$ cat src/sv/sbpk_pkg.sv
// sbpk_pkg: shared types, codes and helpers of the sorted block prefix key encoder
// no dependencies; imported by the top level, sbpk_hdr and sbpk_chk

package sbpk_pkg;

	localparam int IN_W      = 32;	// s_tdata width
	localparam int OUT_W     = 40;	// m_tdata width
	localparam int IV_W      = 11;	// restart interval register
	localparam int ENT_W     = 10;	// entries since last restart
	localparam int KLEN_W    = 7;
	localparam int VLEN_W    = 16;
	localparam int FLD_W     = 16;	// header field width before varint coding
	localparam int HBUF_W    = 80;	// up to ten header bytes
	localparam int HCNT_W    = 4;
	localparam int WORD_W    = 32;
	localparam int CNT_W     = 3;

	localparam logic [IV_W-1:0]   IV_RESET   = 11'd16;
	localparam logic [IV_W-1:0]   IV_MAX     = 11'd1024;
	localparam logic [7:0]        VARINT_CONT = 8'h80;
	localparam logic [FLD_W-1:0]  VARINT_TWO_LIMIT = 16'h4000;
	localparam logic [CNT_W-1:0]  WORD_BYTES = 3'd4;
	localparam logic [HCNT_W-1:0] WORD_BYTES_H = 4'd4;

	typedef enum logic [1:0] {
		CMD_KEY,
		CMD_VAL,
		CMD_FIN,
		CMD_NOP
	} cmd_t;

	typedef enum logic [2:0] {
		S_IDLE,
		S_KEY,
		S_VAL,
		S_HDR,
		S_FOOT,
		S_CNT
	} state_t;

	typedef enum logic [1:0] {
		HM_NONE,
		HM_BYTE,
		HM_HDR,
		HM_HDR_DATA
	} hdr_mode_t;

	typedef struct packed {
		hdr_mode_t        mode;
		logic [FLD_W-1:0] f0;
		logic [FLD_W-1:0] f1;
		logic [FLD_W-1:0] f2;
		logic [7:0]       data;
	} hdr_req_t;

	typedef struct packed {
		logic [23:0] bytes;
		logic [1:0]  len;
	} varint_t;

	typedef struct packed {
		logic              push;
		logic [WORD_W-1:0] bytes;
		logic [CNT_W-1:0]  cnt;
		logic              last;
		logic              ovf;
	} push_t;

	// little-endian base-128 coding of a 16-bit value, one to three bytes
	function automatic varint_t varint16(input logic [FLD_W-1:0] v);
		varint_t r;
		if (v < FLD_W'(VARINT_CONT)) begin
			r.bytes = {16'h0000, v[7:0]};
			r.len   = 2'd1;
		end else if (v < VARINT_TWO_LIMIT) begin
			r.bytes = {8'h00, 1'b0, v[13:7], VARINT_CONT | {1'b0, v[6:0]}};
			r.len   = 2'd2;
		end else begin
			r.bytes = {6'b000000, v[15:14], VARINT_CONT | {1'b0, v[13:7]},
				VARINT_CONT | {1'b0, v[6:0]}};
			r.len   = 2'd3;
		end
		return r;
	endfunction

endpackage

$ cat src/sv/sorted_block_prefix_key_encoder.sv
// sorted_block_prefix_key_encoder: top level of the prefix-compressed data block builder
// depends on sbpk_pkg, sbpk_ram (key and restart stores) and sbpk_hdr (header packer)
//
// usage
//   s_* stream carries one command item: key byte, value byte or finish.
//   m_* stream carries results of up to four bytes each; m_tlast marks the
//   final result caused by one input item, m_tuser flags a full restart store.
//   cfg_* writes the restart interval; write it only while the block is idle.
// sequencing
//   value byte: the value state pushes its one-byte result once the output register is free.
//   key byte: the key state pushes up to four bytes when the output register is free, and
//   the header state the rest one word at a time (a header is at most three words).
//   the key byte is read from the key store at accept and compared in the next cycle.
//   finish: one offset word per cycle while the output register is free (one zero offset
//   for an empty block), streamed from the registered restart store, then the restart count.
// reset
//   all counters clear and the interval returns to 16; the two stores are
//   not cleared, and no word read from them is used before it is written.
// back-pressure
//   results wait in the output register; the block takes the next input
//   item meanwhile, and holds further results until m_tready frees it.

module sorted_block_prefix_key_encoder
	import sbpk_pkg::*;
#(
	parameter int MAX_KEY_LEN  = 64,
	parameter int MAX_RESTARTS = 32
) (
	input  logic             clk,
	input  logic             arst_n,
	// input items
	input  logic             s_tvalid,
	output logic             s_tready,
	input  logic [IN_W-1:0]  s_tdata,	// data[7:0], key_length[14:8], value_length[30:15], zero
	input  logic [1:0]       s_tuser,	// command[1:0]
	// result items
	output logic             m_tvalid,
	input  logic             m_tready,
	output logic [OUT_W-1:0] m_tdata,	// out_bytes[31:0], byte_count[34:32], zero
	output logic             m_tuser,	// overflow
	output logic             m_tlast,	// last_of_run
	// restart interval write
	input  logic             cfg_valid,
	output logic             cfg_ready,
	input  logic [IV_W-1:0]  cfg_data
);

	localparam int LW  = $clog2(MAX_KEY_LEN + 1);	// key length values
	localparam int PW  = (MAX_KEY_LEN > 1) ? $clog2(MAX_KEY_LEN) : 1;	// key position
	localparam int TW  = $clog2(MAX_RESTARTS + 1);	// restart count
	localparam int RAW = (MAX_RESTARTS > 1) ? $clog2(MAX_RESTARTS) : 1;

	state_t state_q, state_d;
	push_t  po;

	// block state
	logic [PW-1:0]     key_pos_q;
	logic [LW-1:0]     prev_len_q;
	logic              prefix_q;
	logic [ENT_W-1:0]  entries_q;
	logic [TW-1:0]     total_q;
	logic [WORD_W-1:0] bytes_q;
	logic              ovf_q;
	logic [IV_W-1:0]   iv_q;

	// latched input item
	logic [7:0]        data_q;
	logic [KLEN_W-1:0] klen_q;
	logic [VLEN_W-1:0] vlen_q;

	// pending header words
	logic [HBUF_W-1:0] hbuf_q;
	logic [HCNT_W-1:0] hrem_q;
	logic [RAW-1:0]    fidx_q, fidx_d;

	// output register
	logic              m_tvalid_q;
	logic [OUT_W-1:0]  m_tdata_q;
	logic              m_tlast_q;
	logic              m_tuser_q;

	logic              accept, can_push;
	cmd_t              cmd_in;
	logic [7:0]        key_rd;
	logic [WORD_W-1:0] off_rd;

	// key byte evaluation
	logic [LW-1:0]     len_k, p_k;
	logic              last_k, restart_k, match_k, full_k, ovf_k;
	logic [IV_W-1:0]   iv_c, ent_inc;
	logic [ENT_W-1:0]  entries_nx;
	hdr_req_t          hreq;
	logic [HBUF_W-1:0] hbuf;
	logic [HCNT_W-1:0] hlen;
	logic              foot_last;

	assign accept    = s_tvalid && s_tready;
	assign cmd_in    = cmd_t'(s_tuser);
	assign can_push  = !m_tvalid_q || m_tready;
	assign cfg_ready = 1'b1;
	assign foot_last = (TW'(fidx_q) + TW'(1)) == total_q;

	// previous key store: the byte at this position is read and replaced
	// in the accept cycle; read-first gives the old byte for the compare
	sbpk_ram #(
		.WIDTH (8),
		.DEPTH (MAX_KEY_LEN)
	) u_key_ram (
		.clk   (clk),
		.we    (accept && cmd_in == CMD_KEY),
		.waddr (key_pos_q),
		.wdata (s_tdata[7:0]),
		.re    (accept && cmd_in == CMD_KEY),
		.raddr (key_pos_q),
		.rdata (key_rd)
	);

	// restart offsets: written in the key evaluation cycle; the read port always runs, but its
	// data is used only while the footer streams out, when no write happens
	sbpk_ram #(
		.WIDTH (WORD_W),
		.DEPTH (MAX_RESTARTS)
	) u_rst_ram (
		.clk   (clk),
		.we    (state_q == S_KEY && restart_k && !full_k),
		.waddr (RAW'(total_q)),
		.wdata (bytes_q),
		.re    (1'b1),
		.raddr (fidx_d),
		.rdata (off_rd)
	);

	sbpk_hdr u_hdr (
		.req  (hreq),
		.hbuf (hbuf),
		.hlen (hlen)
	);

	// key byte: effective length, restart and prefix match decisions
	always_comb begin
		if (int'(klen_q) > MAX_KEY_LEN) begin
			len_k = LW'(MAX_KEY_LEN);
		end else begin
			len_k = LW'(klen_q);
		end
		if (len_k == '0) begin
			len_k = LW'(1);
		end
		// key_pos_q stays below MAX_KEY_LEN, no clamp needed
		p_k = LW'(key_pos_q);
		if (p_k >= len_k) begin
			len_k = p_k + LW'(1);
		end
		last_k    = (len_k == p_k + LW'(1));
		restart_k = prefix_q && (p_k == '0) && (entries_q == '0);
		match_k   = (p_k < prev_len_q) && (data_q == key_rd);
		full_k    = (total_q >= TW'(MAX_RESTARTS));
		ovf_k     = ovf_q || (restart_k && full_k);

		hreq.mode = HM_BYTE;
		hreq.f0   = '0;
		hreq.f1   = FLD_W'(len_k);
		hreq.f2   = vlen_q;
		hreq.data = data_q;
		if (prefix_q) begin
			if (restart_k) begin
				hreq.mode = HM_HDR_DATA;
			end else if (match_k) begin
				// byte inside the shared prefix: nothing, or a header with no byte if the key ends here
				hreq.mode = last_k ? HM_HDR : HM_NONE;
				hreq.f0   = FLD_W'(len_k);
				hreq.f1   = '0;
			end else begin
				hreq.mode = HM_HDR_DATA;
				hreq.f0   = FLD_W'(p_k);
				hreq.f1   = FLD_W'(len_k - p_k);
			end
		end
	end

	// interval clamp and restart group counter
	always_comb begin
		if (iv_q == '0) begin
			iv_c = IV_W'(1);
		end else if (iv_q > IV_MAX) begin
			iv_c = IV_MAX;
		end else begin
			iv_c = iv_q;
		end
		ent_inc = {1'b0, entries_q} + IV_W'(1);
		if (ent_inc >= iv_c) begin
			entries_nx = '0;
		end else begin
			entries_nx = ent_inc[ENT_W-1:0];
		end
	end

	// next state
	always_comb begin
		state_d = state_q;
		unique case (state_q)
			S_IDLE: begin
				if (accept) begin
					unique case (cmd_in)
						CMD_KEY: state_d = S_KEY;
						CMD_VAL: state_d = S_VAL;
						CMD_FIN: state_d = S_FOOT;
						CMD_NOP: state_d = S_IDLE;
						default: state_d = S_IDLE;
					endcase
				end
			end
			S_VAL: begin
				if (can_push) state_d = S_IDLE;
			end
			S_KEY: begin
				if (hlen == '0 || (can_push && hlen <= WORD_BYTES_H)) begin
					state_d = S_IDLE;
				end else begin
					state_d = S_HDR;
				end
			end
			S_HDR: begin
				if (can_push && hrem_q <= WORD_BYTES_H) state_d = S_IDLE;
			end
			S_FOOT: begin
				if (can_push && (total_q == '0 || foot_last)) state_d = S_CNT;
			end
			S_CNT: begin
				if (can_push) state_d = S_IDLE;
			end
			default: state_d = S_IDLE;
		endcase
	end

	// outputs: input ready and the result pushed into the output register
	always_comb begin
		s_tready = 1'b0;
		po.push  = 1'b0;
		po.bytes = '0;
		po.cnt   = WORD_BYTES;
		po.last  = 1'b0;
		po.ovf   = ovf_q;
		unique case (state_q)
			S_IDLE: begin
				s_tready = 1'b1;
			end
			S_VAL: begin
				po.push  = can_push;
				po.bytes = WORD_W'(data_q);
				po.cnt   = CNT_W'(1);
				po.last  = 1'b1;
			end
			S_KEY: begin
				po.push  = can_push && hlen != '0;
				po.bytes = hbuf[WORD_W-1:0];
				po.cnt   = (hlen >= WORD_BYTES_H) ? WORD_BYTES : hlen[CNT_W-1:0];
				po.last  = hlen <= WORD_BYTES_H;
				po.ovf   = ovf_k;
			end
			S_HDR: begin
				po.push  = can_push;
				po.bytes = hbuf_q[WORD_W-1:0];
				po.cnt   = (hrem_q >= WORD_BYTES_H) ? WORD_BYTES : hrem_q[CNT_W-1:0];
				po.last  = hrem_q <= WORD_BYTES_H;
			end
			S_FOOT: begin
				// empty block lists a single offset of zero
				po.push  = can_push;
				po.bytes = (total_q == '0) ? '0 : off_rd;
				po.last  = 1'b0;
			end
			S_CNT: begin
				po.push  = can_push;
				po.bytes = (total_q == '0) ? WORD_W'(1) : WORD_W'(total_q);
				po.last  = 1'b1;
			end
			default: begin
				s_tready = 1'b0;
			end
		endcase
	end

	// footer read index, presented to the store in the cycle before its data
	always_comb begin
		if (state_q == S_FOOT) begin
			fidx_d = (po.push && !foot_last) ? fidx_q + RAW'(1) : fidx_q;
		end else begin
			fidx_d = '0;
		end
	end

	// control state
	always_ff @(posedge clk or negedge arst_n) begin
		if (!arst_n) begin
			state_q    <= S_IDLE;
			fidx_q     <= '0;
			iv_q       <= IV_RESET;
			m_tvalid_q <= 1'b0;
			key_pos_q  <= '0;
			prev_len_q <= '0;
			prefix_q   <= 1'b1;
			entries_q  <= '0;
			total_q    <= '0;
			bytes_q    <= '0;
			ovf_q      <= 1'b0;
			hrem_q     <= '0;
		end else begin
			state_q <= state_d;
			fidx_q  <= fidx_d;
			if (cfg_valid) begin
				iv_q <= cfg_data;
			end
			if (po.push) begin
				m_tvalid_q <= 1'b1;
			end else if (m_tready) begin
				m_tvalid_q <= 1'b0;
			end
			case (state_q)
				S_VAL: begin
					if (po.push) bytes_q <= bytes_q + WORD_W'(1);
				end
				S_KEY: begin
					bytes_q <= bytes_q + WORD_W'(hlen);
					hrem_q  <= po.push ? hlen - WORD_BYTES_H : hlen;
					if (restart_k) begin
						if (full_k) begin
							ovf_q <= 1'b1;
						end else begin
							total_q <= total_q + TW'(1);
						end
					end
					if (last_k) begin
						prev_len_q <= len_k;
						key_pos_q  <= '0;
						prefix_q   <= 1'b1;
						entries_q  <= entries_nx;
					end else begin
						key_pos_q <= PW'(p_k + LW'(1));
						prefix_q  <= prefix_q && !restart_k && match_k;
					end
				end
				S_HDR: begin
					if (po.push) hrem_q <= hrem_q - WORD_BYTES_H;
				end
				S_CNT: begin
					// block done: start a fresh one, interval kept
					if (po.push) begin
						key_pos_q  <= '0;
						prev_len_q <= '0;
						prefix_q   <= 1'b1;
						entries_q  <= '0;
						total_q    <= '0;
						bytes_q    <= '0;
						ovf_q      <= 1'b0;
					end
				end
				default: begin
				end
			endcase
		end
	end

	// payload registers
	always_ff @(posedge clk) begin
		if (accept) begin
			data_q <= s_tdata[7:0];
			klen_q <= s_tdata[14:8];
			vlen_q <= s_tdata[30:15];
		end
		if (state_q == S_KEY) begin
			hbuf_q <= po.push ? (hbuf >> WORD_W) : hbuf;
		end else if (state_q == S_HDR && po.push) begin
			hbuf_q <= hbuf_q >> WORD_W;
		end
		if (po.push) begin
			m_tdata_q <= {(OUT_W - WORD_W - CNT_W)'(0), po.cnt, po.bytes};
			m_tlast_q <= po.last;
			m_tuser_q <= po.ovf;
		end
	end

	assign m_tvalid = m_tvalid_q;
	assign m_tdata  = m_tdata_q;
	assign m_tlast  = m_tlast_q;
	assign m_tuser  = m_tuser_q;

endmodule

$ cat src/sv/sbpk_ram.sv
// sbpk_ram: simple dual-port synchronous ram, registered read, read-first
// no dependencies; used for the previous key and the restart offset stores

module sbpk_ram #(
	parameter int WIDTH = 8,
	parameter int DEPTH = 64
) (
	input  logic                                 clk,
	input  logic                                 we,
	input  logic [(DEPTH > 1 ? $clog2(DEPTH) : 1)-1:0] waddr,
	input  logic [WIDTH-1:0]                     wdata,
	input  logic                                 re,
	input  logic [(DEPTH > 1 ? $clog2(DEPTH) : 1)-1:0] raddr,
	output logic [WIDTH-1:0]                     rdata
);

	logic [WIDTH-1:0] mem [DEPTH];
	logic [WIDTH-1:0] rdata_q;

	always_ff @(posedge clk) begin
		if (we) begin
			mem[waddr] <= wdata;
		end
	end

	// same-address read returns the old word
	always_ff @(posedge clk) begin
		if (re) begin
			rdata_q <= mem[raddr];
		end
	end

	assign rdata = rdata_q;

endmodule

$ cat src/sv/sbpk_hdr.sv
// sbpk_hdr: packs an entry header (three varints plus an optional key byte) or a lone
// key byte into a little-endian byte buffer; depends on sbpk_pkg

module sbpk_hdr
	import sbpk_pkg::*;
(
	input  hdr_req_t           req,
	output logic [HBUF_W-1:0]  hbuf,
	output logic [HCNT_W-1:0]  hlen
);

	varint_t            v0, v1, v2;
	logic [HCNT_W-1:0]  off1, off2, off3;

	always_comb begin
		v0   = varint16(req.f0);
		v1   = varint16(req.f1);
		v2   = varint16(req.f2);
		off1 = HCNT_W'(v0.len);
		off2 = off1 + HCNT_W'(v1.len);
		off3 = off2 + HCNT_W'(v2.len);
		hbuf = '0;
		hlen = '0;
		case (req.mode)
			HM_BYTE: begin
				hbuf = HBUF_W'(req.data);
				hlen = HCNT_W'(1);
			end
			HM_HDR, HM_HDR_DATA: begin
				hbuf = HBUF_W'(v0.bytes)
					| (HBUF_W'(v1.bytes) << {off1, 3'b000})
					| (HBUF_W'(v2.bytes) << {off2, 3'b000});
				hlen = off3;
				if (req.mode == HM_HDR_DATA) begin
					hbuf = hbuf | (HBUF_W'(req.data) << {off3, 3'b000});
					hlen = off3 + HCNT_W'(1);
				end
			end
			default: begin
				hbuf = '0;
				hlen = '0;
			end
		endcase
	end

endmodule

$ cat config.mk
export PLATFORM = sky130hd
export DESIGN_NAME = sorted_block_prefix_key_encoder
export DESIGN_NICKNAME = d
export VERILOG_FILES = /design/src/sv/sbpk_pkg.sv /design/src/sv/sorted_block_prefix_key_encoder.sv /design/src/sv/sbpk_ram.sv /design/src/sv/sbpk_hdr.sv
export SDC_FILE = /design/constraint.sdc
export NUM_CORES = 2
export LEC_CHECK = 0
export BUFFER_PORTS_ARGS = -buffer_cell sky130_fd_sc_hd__buf_2
export CORE_ASPECT_RATIO = 0.9
export CORE_UTILIZATION = 46
export DETAILED_ROUTE_END_ITERATION = 10
export GPL_ROUTABILITY_DRIVEN = 0
export GPL_TIMING_DRIVEN = 0
export HOLD_SLACK_MARGIN = 0.03
export SYNTH_ARGS = -nofsm -noshare
export SYNTH_HDL_FRONTEND = slang
export SYNTH_HIERARCHICAL = 1
export SYNTH_SLANG_ARGS = --single-unit
$ cat constraint.sdc
create_clock -name clk -period 33.4 [get_ports clk]
set_input_delay 3.34 -clock clk [delete_from_list [all_inputs] [get_ports clk]]
set_output_delay 3.34 -clock clk [all_outputs]
set_load 0.02 [all_outputs]
==> run summary <==
* complete, no violations — result of the run
* 0 — GRT overflow
* 27.34 nW — Leakage
* 1000 ps — slowest cell delay on critical path
* 203,300 microns — Post-Route WL
* 0.07587 sq mm — synthesized area
* 141 — row count
* no — unrepaired setup endpoints after global routing
* 41.84% — crit share post-route
* 13,980 ps — minimum clock period after layout
* 2 — Min-Delay Path Depth
* 19,420 ps — final worst-path setup slack
* sky130_fd_sc_hd__edfxtp_1, sky130_fd_sc_hd__mux2i_1, sky130_fd_sc_hd__nand2_1, sky130_fd_sc_hd__nor2_1 — top cell types by occurrence after synthesis
* 68.23% — area fraction of the dominant cell type after synthesis
* 295,500 microns — wire length of the first global-routing pass
* 0 — number of buffers inserted for hold repair after clock tree synthesis
* 430.1 microns — chip width
* 78.36 mW/mm^2 — power per standard cell area
* 0 ps — summed negative setup slack over all endpoints
* 4 — Max H-tree Level
* sky130_fd_sc_hd__dfrtp_1 — highest-delay cell along the critical path
* 6.003 — post-DR vias/cell
* 0.07155 GHz — max frequency
* 15.91 sq um — post-synthesis area per instance
* 6 — number of warnings reported in the yosys synthesis log
* 810 ps — insertion delay of the later-clocked pin in the worst-skew pair
* 44 — depth of the most critical reg-to-reg path
* 8.851% — Worst slew margin
* 66 — pin count of the biggest net entering global routing
* 0 — antenna fix cells
* 46.29% — Initial Utilization
* 19,760 ps — Setup Slack @ Placement
* 24.25% — overall routing resource usage
* 7,108 — cell count after placement
* 0 — count of instances resized after the clock tree is built
* 14.37% — fraction of layout cells with a size suffix above 1
* 4,955 — violation count after the first detailed-route iteration
* 4 — number of antenna violations at the first check in global routing
* 181 — number of buffers inserted during clock tree synthesis
* 517.9 ps — hold slack
* 13.52% — post-synthesis to final-layout area growth
* sky130_fd_sc_hd__edfxtp_1, sky130_fd_sc_hd__mux2i_1, sky130_fd_sc_hd__mux4_2, sky130_fd_sc_hd__dfrtp_1, sky130_fd_sc_hd__nand2_1 — most area-consuming cells after synthesis
* 42,890 — via count of the first global-routing pass
* sky130_fd_sc_hd__ha_1 — critical path's most frequent cell
* 33,800 ps — Required @ worst endpoint
* register — Worst Setup End Kind
* 0 — final hold violation count
* 4.804% — share of flip-flops with an asynchronous set or reset after synthesis
* 44,640 — total via count after detailed routing
* 0 — max-slew violation count
* 14,370 ps — arrival time worst endpoint
* register to register — category of the most critical setup path
* 0 — drc violations
* 1,811 — clock net sink count
* 0.1639 sq mm — Core Footprint
* 71.11% — register area share after synthesis
* 3 — CTS max path bufs
* sky130_fd_sc_hd__clkbuf_16 — root buffer selected by CTS
* 0 — number of max-cap violations
* 87 — number of port buffers
* 0 — residual antenna-violating net count after detailed routing
* 1,811 — number of storage elements in the synthesis netlist
* register — category of the worst setup path launch point
* 27.34 microns — wire per inst
* 0 — Setup Fix Bufs, Post-CTS
* 6 — number of iterations in the first detailed-routing pass
* 387.3 microns — Die H
* sky130_fd_sc_hd__edfxtp_1 — dominant cell by count in the synthesized netlist
* 60.25 ps — clock tree skew after final layout
* 1,724 — EDFF count, synth
* sky130_fd_sc_hd__edfxtp_1 — largest area contributor in the netlist
* 5,251 — Layout Nets
* 0 — # setup viols final
* 7,435 — final standard cell count with taps included and fillers excluded
* 60 ps — clock transition at the registers of the reported paths
* built — clock tree from TritonCTS
* 18 — critical-path maximum fanout
* 6.750 mW — overall power
* 0.1666 sq mm — Die Footprint
* 99 — Netlist cell types
* 1367 ps — transition at the pin with the smallest max-transition slack
* 95 — I/O pin cnt
* 69.40 uV — Worst VDD drop
* sky130_fd_sc_hd__edfxtp_1 — most frequently used flop master after synthesis
* register to register — worst min-delay path category
* 137,700 microns — final HPWL from detailed placement
* 4,770 — Post-Synthesis Cells
* 13,320 — number of fillers in the final layout
[critical path: cells and delay by family, from the launching register on]
family,cells,cell delay (ps)
AO/OA/AOI/OAI,13,4490
flip-flops,1,1000
AND/OR/NAND/NOR,12,1970
adder cells (fa/ha/maj),6,2360
buffers and inverters,13,3730
[report_power, final]
| group | switching [mW] | internal (mW) | total [mW] |
|---|---|---|---|
| Combinational | 1.32 | 0.715 | 2.04 |
| Clock | 0.847 | 1.11 | 1.95 |
| Sequential | 0.111 | 2.65 | 2.76 |
| Total | 2.28 | 4.47 | 6.75 |
[flip-flops by register name (all words and copies together) (netlist names), 10 cells and up]
signal / count
bytes_q: 32
u_key_ram/mem: 512
u_rst_ram/mem: 1024
iv_q: 11
entries_q: 10
hbuf_q: 80
m_tdata: 35
u_rst_ram/rdata: 32
vlen_q: 16
[logic make-up after synthesis]
group                    after synthesis  synth area share (%)
AO/OA/AOI/OAI                        763                 7.131
multiplexers                         713                 11.54
XOR/XNOR                              54                0.6234
flip-flops                          1811                 71.11
other                                  2              0.009898
buffers and inverters                364                 2.469
AND/OR/NAND/NOR                     1010                 6.206
adder cells (fa/ha/maj)               53                0.9136
[final cells by class]
cell class | count | area, sq um | area share (%)
Clock buffer | 230 | 4860 | 5.642
Sequential cell | 1811 | 53950 | 62.64
Timing Repair Buffer | 130 | 1396 | 1.621
Inverter | 75 | 281.5 | 0.3268
Tap cell | 2145 | 2684 | 3.116
Multi-Input combinational cell | 2660 | 20570 | 23.88
Buffer | 289 | 1593 | 1.849
Clock inverter | 95 | 798.3 | 0.9268
[through the flow]
| step | instance area (sq um) | util [%] |
|---|---|---|
| 3_3_place_gp | 79230 | 48.34 |
| 2_1_floorplan | 76110 | - |
| 6_report | 86130 | 52.55 |
| 3_5_place_dp | 80400 | 49.06 |
| 5_1_grt | 86130 | 52.55 |
| 4_1_cts | 86060 | 52.51 |
[final timing paths]
path / from / end / slack [ps]
max in group asynchronous: arst_n / bytes_q[17] / 30270
min in group asynchronous: arst_n / iv_q[1] / 2440
setup / recovery: key_pos_q[0] / u_rst_ram/rdata[9] / 19420
hold reg to reg: hrem_q[0] / hrem_q[0] / 520
setup reg to reg: key_pos_q[0] / u_rst_ram/rdata[9] / 19420
hold / removal: hrem_q[0] / hrem_q[0] / 520
[cell usage in the layout (no fill, tap or decap), types with 21 or more instances in the layout]
cell type                      n
sky130_fd_sc_hd__a22o_1       77
sky130_fd_sc_hd__clkinv_1     40
sky130_fd_sc_hd__a22oi_1     120
sky130_fd_sc_hd__nor2_1      229
sky130_fd_sc_hd__xnor2_1      27
sky130_fd_sc_hd__nand2b_1     27
sky130_fd_sc_hd__xor2_1       27
sky130_fd_sc_hd__clkbuf_1    161
sky130_fd_sc_hd__buf_6        24
sky130_fd_sc_hd__inv_1        72
sky130_fd_sc_hd__nor3_1       60
sky130_fd_sc_hd__mux4_2      126
sky130_fd_sc_hd__o21ai_0      65
sky130_fd_sc_hd__o22ai_1      24
sky130_fd_sc_hd__buf_1        24
sky130_fd_sc_hd__o21a_1       21
sky130_fd_sc_hd__buf_4        57
sky130_fd_sc_hd__a21oi_1     155
sky130_fd_sc_hd__ha_1         49
sky130_fd_sc_hd__a31oi_1      92
sky130_fd_sc_hd__edfxtp_1   1724
sky130_fd_sc_hd__dfrtp_1      84
sky130_fd_sc_hd__a222oi_1     29
sky130_fd_sc_hd__clkbuf_16   186
sky130_fd_sc_hd__o2bb2ai_1    27
sky130_fd_sc_hd__nand2_1     315
sky130_fd_sc_hd__clkinv_2     29
sky130_fd_sc_hd__buf_2       148
sky130_fd_sc_hd__mux2_2       34
sky130_fd_sc_hd__or3_1        22
sky130_fd_sc_hd__mux2i_1     553
sky130_fd_sc_hd__buf_12       21
sky130_fd_sc_hd__nor2_4       33
sky130_fd_sc_hd__and3_1       48
sky130_fd_sc_hd__conb_1       67
sky130_fd_sc_hd__nor2b_1      33
sky130_fd_sc_hd__nand3_1     156
[routing by layer]
metal  wire length (microns)  track usage (%)  vias to the layer above  part of all wire, %
met5                      13                0                        -               0.0064
met4                    6450            7.994                        2                  3.2
met2                   91180            36.27                     1971                   45
li1                        -                -                    19470                    -
met1                   88850            35.73                    22860                   44
met3                   16800            4.549                      340                  8.3
Note: power is estimated with default switching activity, not from simulation.
